### src/rtl/sfa_pkg.sv
// Shared types and constants of the segment fit allocator.
`timescale 1ns / 1ps
`default_nettype none
package sfa_pkg;

   localparam int SLOT_W    = 4;
   localparam int AMT_W     = 16;
   localparam int TOTAL_W   = 20;
   localparam int MODE_W    = 2;
   localparam int CNT_CFG_W = 5;
   localparam int ADDR_W    = 1;
   localparam int REQ_DATA_W = 24;
   localparam int RSP_DATA_W = 40;

   localparam logic [TOTAL_W-1:0]   TOTAL_MAX      = '1;
   localparam logic [CNT_CFG_W-1:0] SLOTS_IN_USE_RST = 5'd16;

   // register indexes
   localparam logic [ADDR_W-1:0] CSR_FIT_MODE     = 1'b0;
   localparam logic [ADDR_W-1:0] CSR_SLOTS_IN_USE = 1'b1;

   // item kinds
   localparam logic KIND_LOAD  = 1'b0;
   localparam logic KIND_ALLOC = 1'b1;

   // placement policies; the unused code behaves as first fit
   localparam logic [MODE_W-1:0] FIT_FIRST = 2'd0;
   localparam logic [MODE_W-1:0] FIT_BEST  = 2'd1;
   localparam logic [MODE_W-1:0] FIT_WORST = 2'd2;

   typedef enum logic [1:0] {
      ST_IDLE,
      ST_LAUNCH,
      ST_SCAN,
      ST_APPLY
   } state_type;

   // broadcast command from the sequencer to every cell
   typedef struct packed {
      logic load_en;
      logic sub_en;
   } cell_cmd_type;

endpackage
`default_nettype wire

### src/rtl/sfa_cell.sv
// One segment cell: holds a free size and updates the passing scan record.
`timescale 1ns / 1ps
`default_nettype none
module sfa_cell #(
   parameter int SIZE_BITS = 16,
   parameter int IDX_W     = 4,
   parameter int TGT_W     = 4,
   parameter int CNT_W     = 5,
   parameter int ACC_W     = 21,
   parameter int CELL_IDX  = 0
) (
   input  wire                          clock,
   input  wire                          reset,
   input  wire sfa_pkg::cell_cmd_type   cmd,
   input  wire  [TGT_W-1:0]             tgt,
   input  wire  [SIZE_BITS-1:0]         amt,
   input  wire  [sfa_pkg::MODE_W-1:0]   mode,
   input  wire  [CNT_W-1:0]             count,
   input  wire                          vld_in,
   input  wire                          found_in,
   input  wire  [IDX_W-1:0]             idx_in,
   input  wire  [SIZE_BITS-1:0]         val_in,
   input  wire  [ACC_W-1:0]             sum_in,
   output logic                         vld_out,
   output logic                         found_out,
   output logic [IDX_W-1:0]             idx_out,
   output logic [SIZE_BITS-1:0]         val_out,
   output logic [ACC_W-1:0]             sum_out
);
   import sfa_pkg::*;

   logic [SIZE_BITS-1:0] seg_ff, seg_in;
   logic                 vld_ff, vld_in_nxt;
   logic                 found_ff, found_in_nxt;
   logic [IDX_W-1:0]     idx_ff, idx_in_nxt;
   logic [SIZE_BITS-1:0] val_ff, val_in_nxt;
   logic [ACC_W-1:0]     sum_ff, sum_in_nxt;
   logic                 in_use, fits, better, take, hit;

   assign in_use = CNT_W'(CELL_IDX) < count;
   assign fits   = in_use && (seg_ff >= amt);
   assign hit    = tgt == TGT_W'(CELL_IDX);

   always_comb begin
      case (mode)
         FIT_BEST:  better = seg_ff < val_in;
         FIT_WORST: better = seg_ff > val_in;
         default:   better = 1'b0;
      endcase
      take = fits && (!found_in || better);
   end

   always_comb begin
      seg_in = seg_ff;
      if (cmd.load_en && hit) begin
         seg_in = amt;
      end else if (cmd.sub_en && hit) begin
         seg_in = seg_ff - amt;
      end
      vld_in_nxt   = vld_in;
      found_in_nxt = found_in || take;
      idx_in_nxt   = take ? IDX_W'(CELL_IDX) : idx_in;
      val_in_nxt   = take ? seg_ff : val_in;
      sum_in_nxt   = sum_in + (in_use ? ACC_W'(seg_ff) : '0);
   end

   always_ff @(posedge clock) begin
      if (reset) begin
         vld_ff <= 1'b0;
      end else begin
         vld_ff <= vld_in_nxt;
      end
      seg_ff   <= seg_in;
      found_ff <= found_in_nxt;
      idx_ff   <= idx_in_nxt;
      val_ff   <= val_in_nxt;
      sum_ff   <= sum_in_nxt;
   end

   assign vld_out   = vld_ff;
   assign found_out = found_ff;
   assign idx_out   = idx_ff;
   assign val_out   = val_ff;
   assign sum_out   = sum_ff;

endmodule
`default_nettype wire

### src/rtl/sfa_chain.sv
// Row of segment cells that the scan record walks through, one cell a cycle.
`timescale 1ns / 1ps
`default_nettype none
module sfa_chain #(
   parameter int SLOTS     = 16,
   parameter int SIZE_BITS = 16,
   parameter int IDX_W     = 4,
   parameter int TGT_W     = 4,
   parameter int CNT_W     = 5,
   parameter int ACC_W     = 21
) (
   input  wire                          clock,
   input  wire                          reset,
   input  wire sfa_pkg::cell_cmd_type   cmd,
   input  wire  [TGT_W-1:0]             tgt,
   input  wire  [SIZE_BITS-1:0]         amt,
   input  wire  [sfa_pkg::MODE_W-1:0]   mode,
   input  wire  [CNT_W-1:0]             count,
   input  wire                          launch,
   output logic                         done,
   output logic                         found,
   output logic [IDX_W-1:0]             pick_idx,
   output logic [SIZE_BITS-1:0]         pick_val,
   output logic [ACC_W-1:0]             sum
);
   import sfa_pkg::*;

   logic                 vld_w   [SLOTS+1];
   logic                 found_w [SLOTS+1];
   logic [IDX_W-1:0]     idx_w   [SLOTS+1];
   logic [SIZE_BITS-1:0] val_w   [SLOTS+1];
   logic [ACC_W-1:0]     sum_w   [SLOTS+1];

   // fresh record enters at the head
   assign vld_w[0]   = launch;
   assign found_w[0] = 1'b0;
   assign idx_w[0]   = '0;
   assign val_w[0]   = '0;
   assign sum_w[0]   = '0;

   for (genvar i = 0; i < SLOTS; i++) begin : g_cell
      sfa_cell #(
         .SIZE_BITS (SIZE_BITS),
         .IDX_W     (IDX_W),
         .TGT_W     (TGT_W),
         .CNT_W     (CNT_W),
         .ACC_W     (ACC_W),
         .CELL_IDX  (i)
      ) u_cell (
         .clock     (clock),
         .reset     (reset),
         .cmd       (cmd),
         .tgt       (tgt),
         .amt       (amt),
         .mode      (mode),
         .count     (count),
         .vld_in    (vld_w[i]),
         .found_in  (found_w[i]),
         .idx_in    (idx_w[i]),
         .val_in    (val_w[i]),
         .sum_in    (sum_w[i]),
         .vld_out   (vld_w[i+1]),
         .found_out (found_w[i+1]),
         .idx_out   (idx_w[i+1]),
         .val_out   (val_w[i+1]),
         .sum_out   (sum_w[i+1])
      );
   end

   assign done     = vld_w[SLOTS];
   assign found    = found_w[SLOTS];
   assign pick_idx = idx_w[SLOTS];
   assign pick_val = val_w[SLOTS];
   assign sum      = sum_w[SLOTS];

endmodule
`default_nettype wire

### src/rtl/segment_fit_allocator_top.sv
// Segment fit allocator: top level with sequencer, config registers and output register.
//
// Usage:
//   req_* carries one item: tuser = kind (0 load, 1 allocate), tdata = slot and
//   amount. A load writes a segment's free size; an allocate picks a segment by
//   the fit_mode register (first, best or worst fit, ties to the lowest slot)
//   and shrinks it by the request.
//   rsp_* returns one result per item: tuser = granted, tdata = chosen slot,
//   leftover and the saturated total free size of the slots in use.
//   csr_* writes fit_mode (index 0) or slots_in_use (index 1); write only while
//   no item is in flight.
// Timing:
//   A scan record walks the row of SLOTS cells, one cell per cycle, comparing
//   and summing as it goes. One item is in flight at a time: the next item is
//   taken only after the result of the last is written to the output register.
// Reset: clears control state and loads fit_mode 0, slots_in_use 16. Segment
//   sizes are undefined until loaded.
// Stall: a result waits in the output register while rsp_tready is low; a
//   finished scan holds until the register frees, and no new item is taken.
`timescale 1ns / 1ps
`default_nettype none
module segment_fit_allocator_top #(
   parameter int SLOTS     = 16,
   parameter int SIZE_BITS = 16
) (
   input  wire                              clock,
   input  wire                              reset,
   input  wire                              req_tvalid,
   output logic                             req_tready,
   // [3:0] slot, [19:4] amount, [23:20] zero
   input  wire  [sfa_pkg::REQ_DATA_W-1:0]   req_tdata,
   // [0] kind
   input  wire                              req_tuser,
   output logic                             rsp_tvalid,
   input  wire                              rsp_tready,
   // [3:0] chosen_slot, [19:4] leftover, [39:20] remaining_total
   output logic [sfa_pkg::RSP_DATA_W-1:0]   rsp_tdata,
   // [0] granted
   output logic                             rsp_tuser,
   input  wire                              csr_wen,
   input  wire  [sfa_pkg::ADDR_W-1:0]       csr_addr,
   input  wire  [sfa_pkg::CNT_CFG_W-1:0]    csr_wdata
);
   import sfa_pkg::*;

   localparam int IDX_W  = (SLOTS > 1) ? $clog2(SLOTS) : 1;
   localparam int TGT_W  = (IDX_W > SLOT_W) ? IDX_W : SLOT_W;
   localparam int CNT_W  = $clog2(SLOTS + 1);
   localparam int CMP_W  = (CNT_W > CNT_CFG_W) ? CNT_W : CNT_CFG_W;
   localparam int SUM_W  = SIZE_BITS + $clog2(SLOTS + 1);
   localparam int ACC_W  = (SUM_W > TOTAL_W) ? SUM_W : TOTAL_W + 1;

   state_type state_ff, state_in;

   logic [MODE_W-1:0]    mode_ff, mode_in;
   logic [CNT_CFG_W-1:0] slots_ff, slots_in;
   logic                 kind_ff, kind_in;
   logic [SIZE_BITS-1:0] amt_ff, amt_in;

   logic                 found_ff, found_in;
   logic [IDX_W-1:0]     pick_ff, pick_in;
   logic [SIZE_BITS-1:0] pval_ff, pval_in;
   logic [ACC_W-1:0]     sum_ff, sum_in;

   logic                 rsp_vld_ff, rsp_vld_in;
   logic                 rsp_gnt_ff, rsp_gnt_in;
   logic [SLOT_W-1:0]    rsp_slot_ff, rsp_slot_in;
   logic [AMT_W-1:0]     rsp_left_ff, rsp_left_in;
   logic [TOTAL_W-1:0]   rsp_total_ff, rsp_total_in;

   logic                 accept, out_free, grant, launch, capture, apply;
   logic [CNT_W-1:0]     count;
   logic [SIZE_BITS-1:0] port_amt, bus_amt;
   logic [TGT_W-1:0]     bus_tgt;
   cell_cmd_type         cmd;
   logic                 ch_done, ch_found;
   logic [IDX_W-1:0]     ch_idx;
   logic [SIZE_BITS-1:0] ch_val;
   logic [ACC_W-1:0]     ch_sum;
   logic [ACC_W-1:0]     total_raw;

   assign port_amt = SIZE_BITS'(req_tdata[SLOT_W +: AMT_W]);
   assign accept   = req_tvalid && req_tready;
   assign out_free = !rsp_vld_ff || rsp_tready;
   assign grant    = (kind_ff == KIND_ALLOC) && found_ff;

   // saturate the configured count to the row length
   assign count = (CMP_W'(slots_ff) > CMP_W'(SLOTS)) ? CNT_W'(SLOTS) : CNT_W'(slots_ff);

   // next state
   always_comb begin
      state_in = state_ff;
      case (state_ff)
         ST_IDLE:   if (req_tvalid) state_in = ST_LAUNCH;
         ST_LAUNCH: state_in = ST_SCAN;
         ST_SCAN:   if (ch_done) state_in = ST_APPLY;
         ST_APPLY:  if (out_free) state_in = ST_IDLE;
         default:   state_in = ST_IDLE;
      endcase
   end

   // sequencer outputs
   always_comb begin
      req_tready  = 1'b0;
      launch      = 1'b0;
      capture     = 1'b0;
      apply       = 1'b0;
      cmd.load_en = 1'b0;
      cmd.sub_en  = 1'b0;
      bus_tgt     = TGT_W'(pick_ff);
      bus_amt     = amt_ff;
      case (state_ff)
         ST_IDLE: begin
            req_tready  = 1'b1;
            // write a loaded segment at acceptance so the scan sees it
            cmd.load_en = req_tvalid && (req_tuser == KIND_LOAD);
            bus_tgt     = TGT_W'(req_tdata[SLOT_W-1:0]);
            bus_amt     = port_amt;
         end
         ST_LAUNCH: launch = 1'b1;
         ST_SCAN:   capture = ch_done;
         ST_APPLY: begin
            apply      = out_free;
            cmd.sub_en = out_free && grant;
         end
         default: ;
      endcase
   end

   always_comb begin
      mode_in  = mode_ff;
      slots_in = slots_ff;
      if (csr_wen) begin
         case (csr_addr)
            CSR_FIT_MODE:     mode_in  = csr_wdata[MODE_W-1:0];
            CSR_SLOTS_IN_USE: slots_in = csr_wdata;
            default: ;
         endcase
      end
   end

   assign kind_in  = accept ? req_tuser : kind_ff;
   assign amt_in   = accept ? port_amt : amt_ff;
   assign found_in = capture ? ch_found : found_ff;
   assign pick_in  = capture ? ch_idx : pick_ff;
   assign pval_in  = capture ? ch_val : pval_ff;
   assign sum_in   = capture ? ch_sum : sum_ff;

   // total after the grant, clipped to the field
   assign total_raw = sum_ff - (grant ? ACC_W'(amt_ff) : '0);

   always_comb begin
      rsp_vld_in   = rsp_vld_ff && !rsp_tready;
      rsp_gnt_in   = rsp_gnt_ff;
      rsp_slot_in  = rsp_slot_ff;
      rsp_left_in  = rsp_left_ff;
      rsp_total_in = rsp_total_ff;
      if (apply) begin
         rsp_vld_in   = 1'b1;
         rsp_gnt_in   = grant;
         rsp_slot_in  = grant ? SLOT_W'(pick_ff) : '0;
         rsp_left_in  = grant ? AMT_W'(pval_ff - amt_ff) : '0;
         rsp_total_in = (total_raw > ACC_W'(TOTAL_MAX)) ? TOTAL_MAX : TOTAL_W'(total_raw);
      end
   end

   always_ff @(posedge clock) begin
      if (reset) begin
         state_ff   <= ST_IDLE;
         mode_ff    <= FIT_FIRST;
         slots_ff   <= SLOTS_IN_USE_RST;
         rsp_vld_ff <= 1'b0;
      end else begin
         state_ff   <= state_in;
         mode_ff    <= mode_in;
         slots_ff   <= slots_in;
         rsp_vld_ff <= rsp_vld_in;
      end
      kind_ff      <= kind_in;
      amt_ff       <= amt_in;
      found_ff     <= found_in;
      pick_ff      <= pick_in;
      pval_ff      <= pval_in;
      sum_ff       <= sum_in;
      rsp_gnt_ff   <= rsp_gnt_in;
      rsp_slot_ff  <= rsp_slot_in;
      rsp_left_ff  <= rsp_left_in;
      rsp_total_ff <= rsp_total_in;
   end

   sfa_chain #(
      .SLOTS     (SLOTS),
      .SIZE_BITS (SIZE_BITS),
      .IDX_W     (IDX_W),
      .TGT_W     (TGT_W),
      .CNT_W     (CNT_W),
      .ACC_W     (ACC_W)
   ) u_chain (
      .clock    (clock),
      .reset    (reset),
      .cmd      (cmd),
      .tgt      (bus_tgt),
      .amt      (bus_amt),
      .mode     (mode_ff),
      .count    (count),
      .launch   (launch),
      .done     (ch_done),
      .found    (ch_found),
      .pick_idx (ch_idx),
      .pick_val (ch_val),
      .sum      (ch_sum)
   );

   assign rsp_tvalid = rsp_vld_ff;
   assign rsp_tuser  = rsp_gnt_ff;
   assign rsp_tdata  = {rsp_total_ff, rsp_left_ff, rsp_slot_ff};

endmodule
`default_nettype wire

### config.mk
export PLATFORM = sky130hd
export DESIGN_NAME = segment_fit_allocator_top
export DESIGN_NICKNAME = d
export VERILOG_FILES = /design/src/rtl/sfa_pkg.sv /design/src/rtl/sfa_cell.sv /design/src/rtl/sfa_chain.sv /design/src/rtl/segment_fit_allocator_top.sv
export SDC_FILE = /design/constraint.sdc
export NUM_CORES = 2
export LEC_CHECK = 0
export BUFFER_PORTS_ARGS = -buffer_cell sky130_fd_sc_hd__buf_4
export CORE_MARGIN = 2
export CORE_UTILIZATION = 65
export CTS_CLUSTER_SIZE = 8
export DETAILED_ROUTE_END_ITERATION = 10
export PLACE_DENSITY = 0.83
export SKIP_LAST_GASP = 1
export SLEW_MARGIN = 25
export SYNTH_ARGS = -nofsm -noshare
export SYNTH_HDL_FRONTEND = slang
export SYNTH_SLANG_ARGS = --single-unit
### constraint.sdc
create_clock -name clock -period 16.4 [get_ports clock]
set_clock_uncertainty 0.15 [all_clocks]
set_input_delay 4.92 -clock clock [delete_from_list [all_inputs] [get_ports clock]]
set_output_delay 4.92 -clock clock [all_outputs]
set_load 0.01 [all_outputs]
=== Word-level counts from Yosys, hierarchy flattened ===
Cells that the tools add are included.
W data, S select, Z words.

* Register bits: 1039
* Input port bits: 36
* Output and inout bits: 43

* Add/sub/neg operators: 33
* Order comparisons: 64
* Eq/ne operators: 23
* Mux-type cells: 93
* Bitwise operators: 2
* Reduce and logical (&&, ||, !) cells: 137

{| class="wikitable"
|+ Operators with widths
! kind !! count
|-
| $mux W16 || 64
|-
| $add A21 B16 Y21 || 15
|-
| $sub A16 B16 Y16 || 17
|-
| $ge A16 B16 Y1 || 16
|-
| $gt A16 B16 Y1 || 15
|-
| $lt A16 B16 Y1 || 15
|-
| $logic_and A1 B1 Y1 || 68
|-
| $lt A4 B5 Y1 const A || 8
|-
| $eq A4 B4 Y1 const B || 8
|-
| $reduce_bool A2 Y1 || 16
|-
| $logic_or A1 B1 Y1 || 31
|-
| $pmux W1 S2 || 15
|-
| $gt A21 B20 Y1 const B || 1
|-
| $sub A21 B16 Y21 || 1
|-
| $lt A3 B5 Y1 const A || 4
|-
| $logic_not A1 Y1 || 17
|-
| $eq A4 B3 Y1 const B || 4
|-
| $lt A1 B5 Y1 const A || 2
|-
| $lt A2 B5 Y1 const A || 2
|-
| $eq A4 B2 Y1 const B || 2
|-
| $mux W1 || 8
|-
| $pmux W2 S4 || 1
|-
| $eq A2 B2 Y1 const B || 3
|-
| $mux W2 || 3
|-
| other kinds (12) || 16
|}

=== Depth between registers and ports, before layout ===
* Word-level depth: 7
* Depth in mapped cells: 20
* Mapped depth without buffers: 15

=== By module ===
From an unflattened synthesis, not the netlist that was laid out.

* Cells, all modules: 7447
* Area, all modules: 69887.0 µm²

{| class="wikitable"
|+ By module, submodules not included
! module !! times used !! cells each !! area each (µm²)
|-
| segment_fit_allocator_top || 1 || 495 || 5662.9
|-
| sfa_cell (u_chain.g_cell[14].u_cell) || 1 || 472 || 4242.8
|-
| sfa_cell (u_chain.g_cell[7].u_cell) || 1 || 467 || 4195.3
|-
| sfa_cell (u_chain.g_cell[12].u_cell) || 1 || 469 || 4149.0
|-
| sfa_cell (u_chain.g_cell[13].u_cell) || 1 || 439 || 4093.9
|-
| sfa_cell (u_chain.g_cell[6].u_cell) || 1 || 436 || 4051.4
|-
| sfa_cell (u_chain.g_cell[15].u_cell) || 1 || 438 || 4026.4
|-
| sfa_cell (u_chain.g_cell[4].u_cell) || 1 || 421 || 3992.6
|-
| sfa_cell (u_chain.g_cell[1].u_cell) || 1 || 430 || 3975.1
|-
| sfa_cell (u_chain.g_cell[11].u_cell) || 1 || 433 || 3973.8
|-
| sfa_cell (u_chain.g_cell[8].u_cell) || 1 || 437 || 3962.6
|-
| sfa_cell (u_chain.g_cell[3].u_cell) || 1 || 426 || 3960.0
|-
| sfa_cell (u_chain.g_cell[0].u_cell) || 1 || 425 || 3950.0
|-
| sfa_cell (u_chain.g_cell[2].u_cell) || 1 || 422 || 3950.0
|-
| +4 rows || n/a || n/a || n/a
|}

=== Least setup slack after synthesis ===
OpenSTA, ideal clock, no wires.

* Path type: input to register
* Start: in req_tdata[5] in the netlist's numbering
* End: reg u_chain.g_cell[5].u_cell.val_ff[10]
* Setup time: 0.121 ns
* Arrival time: 9.016 ns
* Data required time: 16.129 ns
* Setup slack: 7.113 ns
* Cell stages on the path: 14
* Path through: nand2_1 a21boi_1 inv_2 fa_1 nor2b_1 o21ai_0 o21ai_0 o22ai_1 a211oi_1 o21ai_0 a211o_1 a31oi_4 buf_4 mux2_2

* Word-level cells in the longest chain between the ends: 5

{| class="wikitable"
|+ Ends and longest elaborated chain
! element !! line !! text
|-
| from (decl) || segment_fit_allocator_top.sv:31 || <nowiki>input wire [sfa_pkg::REQ_DATA_W-1:0] req_tdata,</nowiki>
|-
| $mux W16 || segment_fit_allocator_top.sv:112 || <nowiki>case (state_ff)</nowiki>
|-
| $ge A16 B16 Y1 || sfa_cell.sv:41 || <nowiki>assign fits = in_use && (seg_ff >= amt);</nowiki>
|-
| $logic_and A1 B1 Y1 || sfa_cell.sv:41 ||
|-
| $logic_and A1 B1 Y1 || sfa_cell.sv:50 || <nowiki>take = fits && (!found_in || better);</nowiki>
|-
| $mux W16 || sfa_cell.sv:63 || <nowiki>val_in_nxt = take ? seg_ff : val_in;</nowiki>
|-
| via u_chain.g_cell[5].u_cell.val_in_nxt[10] || sfa_cell.sv:36 || <nowiki>logic [SIZE_BITS-1:0] val_ff, val_in_nxt;</nowiki>
|-
| to (signal assigned) || sfa_cell.sv:76 || <nowiki>val_ff <= val_in_nxt;</nowiki>
|-
| to (decl) || sfa_cell.sv:36 ||
|}

The timed path passes the listed nets, and every way through them passes these cells.
A chain may end at the register's enable or synchronous reset.

=== Worst setup path after layout ===
* Start: in req_tdata[13] in the netlist's numbering
* End: reg u_chain.g_cell[10].u_cell.val_ff[9]

* Word-level cells in the longest chain between the ends: 5

{| class="wikitable"
|+ Ends and longest elaborated chain
! element !! line
|-
| $mux W16 || segment_fit_allocator_top.sv:112
|-
| $ge A16 B16 Y1 || sfa_cell.sv:41
|-
| $logic_and A1 B1 Y1 || sfa_cell.sv:41
|-
| $logic_and A1 B1 Y1 || sfa_cell.sv:50
|-
| $mux W16 || sfa_cell.sv:63
|-
| via u_chain.g_cell[10].u_cell.val_in_nxt[9] || sfa_cell.sv:36
|-
| to (signal assigned) || sfa_cell.sv:76
|-
| to (decl) || sfa_cell.sv:36
|}

The timed path passes the listed nets, and every way through them passes these cells.

==> results.json <==
{
  "run_status": "completed",
  "rows": 114,
  "startpoint": "req_tdata[13]",
  "grt_first_pass_wirelength_um": 274000,
  "syn_area_um2": 63000,
  "syn_to_final_growth_pct": 10.5,
  "grt_start_max_net_pins": 45,
  "cts_setup_buffers": 0,
  "min_path_type": "register to register",
  "worstPathArrival_ns": 9.70,
  "endpoint": "u_chain.g_cell[10].u_cell.val_out[9]$_DFF_P_",
  "first_global_vias": 49600,
  "routed_wirelength_um": 179000,
  "placed_cell_area_um2": 65300,
  "track_usage_pct": 35.4,
  "cts.path.max_buffers": 3,
  "rrSetupSlack_ns": 10.01,
  "highest_layer": "met4",
  "vias_per_cell": 6.27,
  "place_congestion": 0.977,
  "start_util_pct": 65.4,
  "critPathRequiredTime_ns": 16.88,
  "drive_above_1_share_pct": 9.41,
  "yosysSeqAreaShare_pct": 38.2,
  "root_buffer": "clkbuf_16",
  "clock_sinks": 1024,
  "yosys.cell_types.count": 90,
  "ys.flop_type": "dfxtp_1",
  "synth-edff-count": 356,
  "wl_met2_um": 81900,
  "first_pass_iters": 6,
  "final_nets": 7572,
  "p_per_area_nw_per_um2": 211,
  "synth_warnings": 0,
  "rsz0062_at_grt": "no",
  "core_area_um2": 96400,
  "maxCapViolations": 0,
  "max-slew-margin-rel_pct": 25.0,
  "dieHeight_um": 315,
  "rr_worst_depth": 17,
  "r2r-start": "state_ff[1]$_SDFFE_PP0P_",
  "wl_met1_um": 72700,
  "synth_nets": 7412,
  "dr_wl_met3_um": 14000,
  "pre_cts_ws_ns": 6.49,
  "async_flop_share_pct": 0,
  "finalSetupViolations": 0,
  "dpl.hpwl_um": 129000,
  "ys_ff_latch": 1024,
  "crit_fanout": 20,
  "leakage_uw": 0.0301,
  "maxSlewViolCount": 0,
  "r2r_end": "u_chain.g_cell[5].u_cell.val_out[14]$_DFF_P_",
  "seqCellArea_um2": 24100,
  "finalCritPeriodShare_pct": 56.3,
  "cp-start-kind": "input pin",
  "dr.first_iter.drc_count": 5003,
  "num_vias": 50900,
  "worst_setup_path_end_kind": "register",
  "multi_input_area_um2": 36900,
  "die_w_um": 315,
  "fin_ws_ns": 7.17,
  "antenna_found_initial": 2,
  "io_buffers": 74,
  "final_area_um2": 69600,
  "synth_cells": 6569,
  "fillers": 7031,
  "tritoncts": "yes",
  "ir_drop_uv": 123,
  "tns_ns": 0,
  "period_needed_ns": 9.23,
  "htree_num_levels": 4,
  "grt-ovfl-total": 0,
  "numCtsBuffers": 146,
  "ant_nets": 0,
  "insertion_delay_ns": 0.77,
  "tightestPinTransition_ns": 1.12,
  "dieArea_um2": 99500,
  "io_pins": 79,
  "cts_hold_buf": 0,
  "wl_per_cell_um": 22.1,
  "syn_avg_cell_area_um2": 9.59,
  "hold_violations": 0,
  "clk_transition_reported_paths_ns": 0.05,
  "path_class": "input pin to register",
  "post-route-drc-count": 0,
  "cts.repair.resized": 0,
  "fmax_mhz": 108
}
report_power, final:
part | switching, uW | total (uW) | internal (uW)
clock network | 1160 | 2840 | 1680
logic | 4450 | 7630 | 3180
registers | 520 | 4240 | 3720
worst min path at each step:
stage                                                                from                   end  slack, ns  cells after the start
after floorplan               u_chain.g_cell[15].u_cell.found_out$_DFF_P_    found_ff$_DFFE_PP_       0.24                      0
after CTS                    u_chain.g_cell[15].u_cell.sum_out[5]$_DFF_P_   sum_ff[5]$_DFFE_PP_       0.25                      0
after detailed placement  u_chain.g_cell[15].u_cell.idx_out[0]$_SDFF_PP1_  pick_ff[0]$_DFFE_PP_       0.24                      0
after global routing         u_chain.g_cell[15].u_cell.sum_out[5]$_DFF_P_   sum_ff[5]$_DFFE_PP_       0.26                      0
after global placement    u_chain.g_cell[15].u_cell.idx_out[2]$_SDFF_PP1_  pick_ff[2]$_DFFE_PP_       0.24                      0
final                        u_chain.g_cell[15].u_cell.sum_out[6]$_DFF_P_   sum_ff[6]$_DFFE_PP_       0.25                      0
through the flow:
stage | util, % | power [uW] | hold WS, ns | std cells
after floorplan | - | 9490 | 0.236 | 6569
after global placement | 67.7 | 11300 | 0.238 | 7857
after detailed placement | 67.7 | 11600 | 0.239 | 7857
after CTS | 72.2 | 14500 | 0.248 | 8107
after global routing | 72.2 | 15600 | 0.255 | 8107
final | 72.2 | 14700 | 0.246 | 8110
layout by cell type (no fill, tap or decap), types with 15 or more instances in the layout:
cell type,instances
and2_1,100
o2bb2ai_1,17
xor2_1,172
inv_1,448
a21o_1,207
a21boi_0,21
a31oi_1,64
mux2_2,214
a211o_1,17
o21bai_1,51
o211ai_1,35
edfxtp_1,356
a21oi_1,515
o21a_1,82
nand3_1,120
fa_1,33
o31ai_1,29
nor3_1,120
nor2_1,435
ha_1,773
o2111ai_1,15
and4_1,16
nand2b_1,118
mux2i_1,49
clkbuf_1,88
o21ai_0,321
a2111oi_0,17
a211oi_1,44
buf_4,152
clkbuf_16,148
nand2_1,352
a311oi_1,22
or2_2,41
dfxtp_1,668
xnor2_1,276
nand4_1,91
or3_1,55
nor2b_1,261
and3_1,40
layout make-up:
cell class	instances	share of cell area, %
Multi-Input combinational cell	4953	52.9
Tap cell	1276	2.29
Clock inverter	14	0.354
Inverter	452	2.44
Antenna cell	3	0.0108
Timing Repair Buffer	152	1.64
Sequential cell	1024	34.6
Clock buffer	236	5.79
flip-flops by register name, indices dropped and copies added, names as in the netlist, 16 cells and up:
register,flops
u_chain.g_cell.u_cell.vld_out,16
u_chain.g_cell.u_cell.idx_out,49
amt_ff,16
rsp_total_ff,20
pval_ff,16
sum_ff,21
rsp_left_ff,16
u_chain.g_cell.u_cell.sum_out,321
u_chain.g_cell.u_cell.seg_ff,256
u_chain.g_cell.u_cell.found_out,16
u_chain.g_cell.u_cell.val_out,256
metal layers:
metal  global-route usage (%)  up-vias
met5                        0        -
met4                     19.6        0
met3                     6.30      603
met2                     57.9     2223
met1                     44.5    24100
li1                         -    24000
cells in the mapped netlist, types with 22 or more instances:
| cell | instances | area [um^2] |
|---|---|---|
| nor2b_1 | 263 | 1650 |
| a21oi_1 | 517 | 2590 |
| nand3_1 | 120 | 601 |
| mux2i_1 | 53 | 531 |
| nand2_1 | 354 | 1330 |
| a21o_1 | 207 | 1550 |
| mux2_2 | 214 | 2410 |
| ha_1 | 774 | 9680 |
| and2_1 | 101 | 632 |
| dfxtp_1 | 668 | 13400 |
| or3_1 | 55 | 344 |
| or2_2 | 41 | 257 |
| nor2_1 | 442 | 1660 |
| o31ai_1 | 29 | 218 |
| a31oi_1 | 64 | 400 |
| nand4_1 | 91 | 569 |
| a211oi_1 | 45 | 338 |
| a311oi_1 | 22 | 193 |
| xor2_1 | 172 | 1510 |
| fa_1 | 33 | 661 |
| o21ai_0 | 326 | 1630 |
| nor3_1 | 120 | 601 |
| o211ai_1 | 35 | 263 |
| nand2b_1 | 119 | 744 |
| o21bai_1 | 51 | 383 |
| and3_1 | 40 | 250 |
| a21boi_0 | 22 | 165 |
| clkbuf_1 | 108 | 405 |
| inv_1 | 449 | 1690 |
| xnor2_1 | 276 | 2420 |
| o21a_1 | 82 | 616 |
| edfxtp_1 | 356 | 10700 |
kinds of logic after synthesis:
logic type	synth area share (%)
fa+ha+maj	16.4
buf+inv	3.62
compound gates	16.2
mux	4.67
simple gates	14.6
xor+xnor	6.25
flops	38.2
critical path, stage by stage:
cell and delay, ns:
buf_4 0.09, nand2_1 0.05, o21ai_2 0.10, buf_4 0.44, inv_1 0.45, buf_4 0.38
ha_1 0.44, a21o_1 0.21, a21o_1 0.17, a21oi_1 0.28, o21ai_0 0.25, a2111oi_0 0.39
o21ai_0 0.14, nand2_1 0.13, a21o_1 0.73, mux2_2 0.44
(Power assumes the default switching activity.)
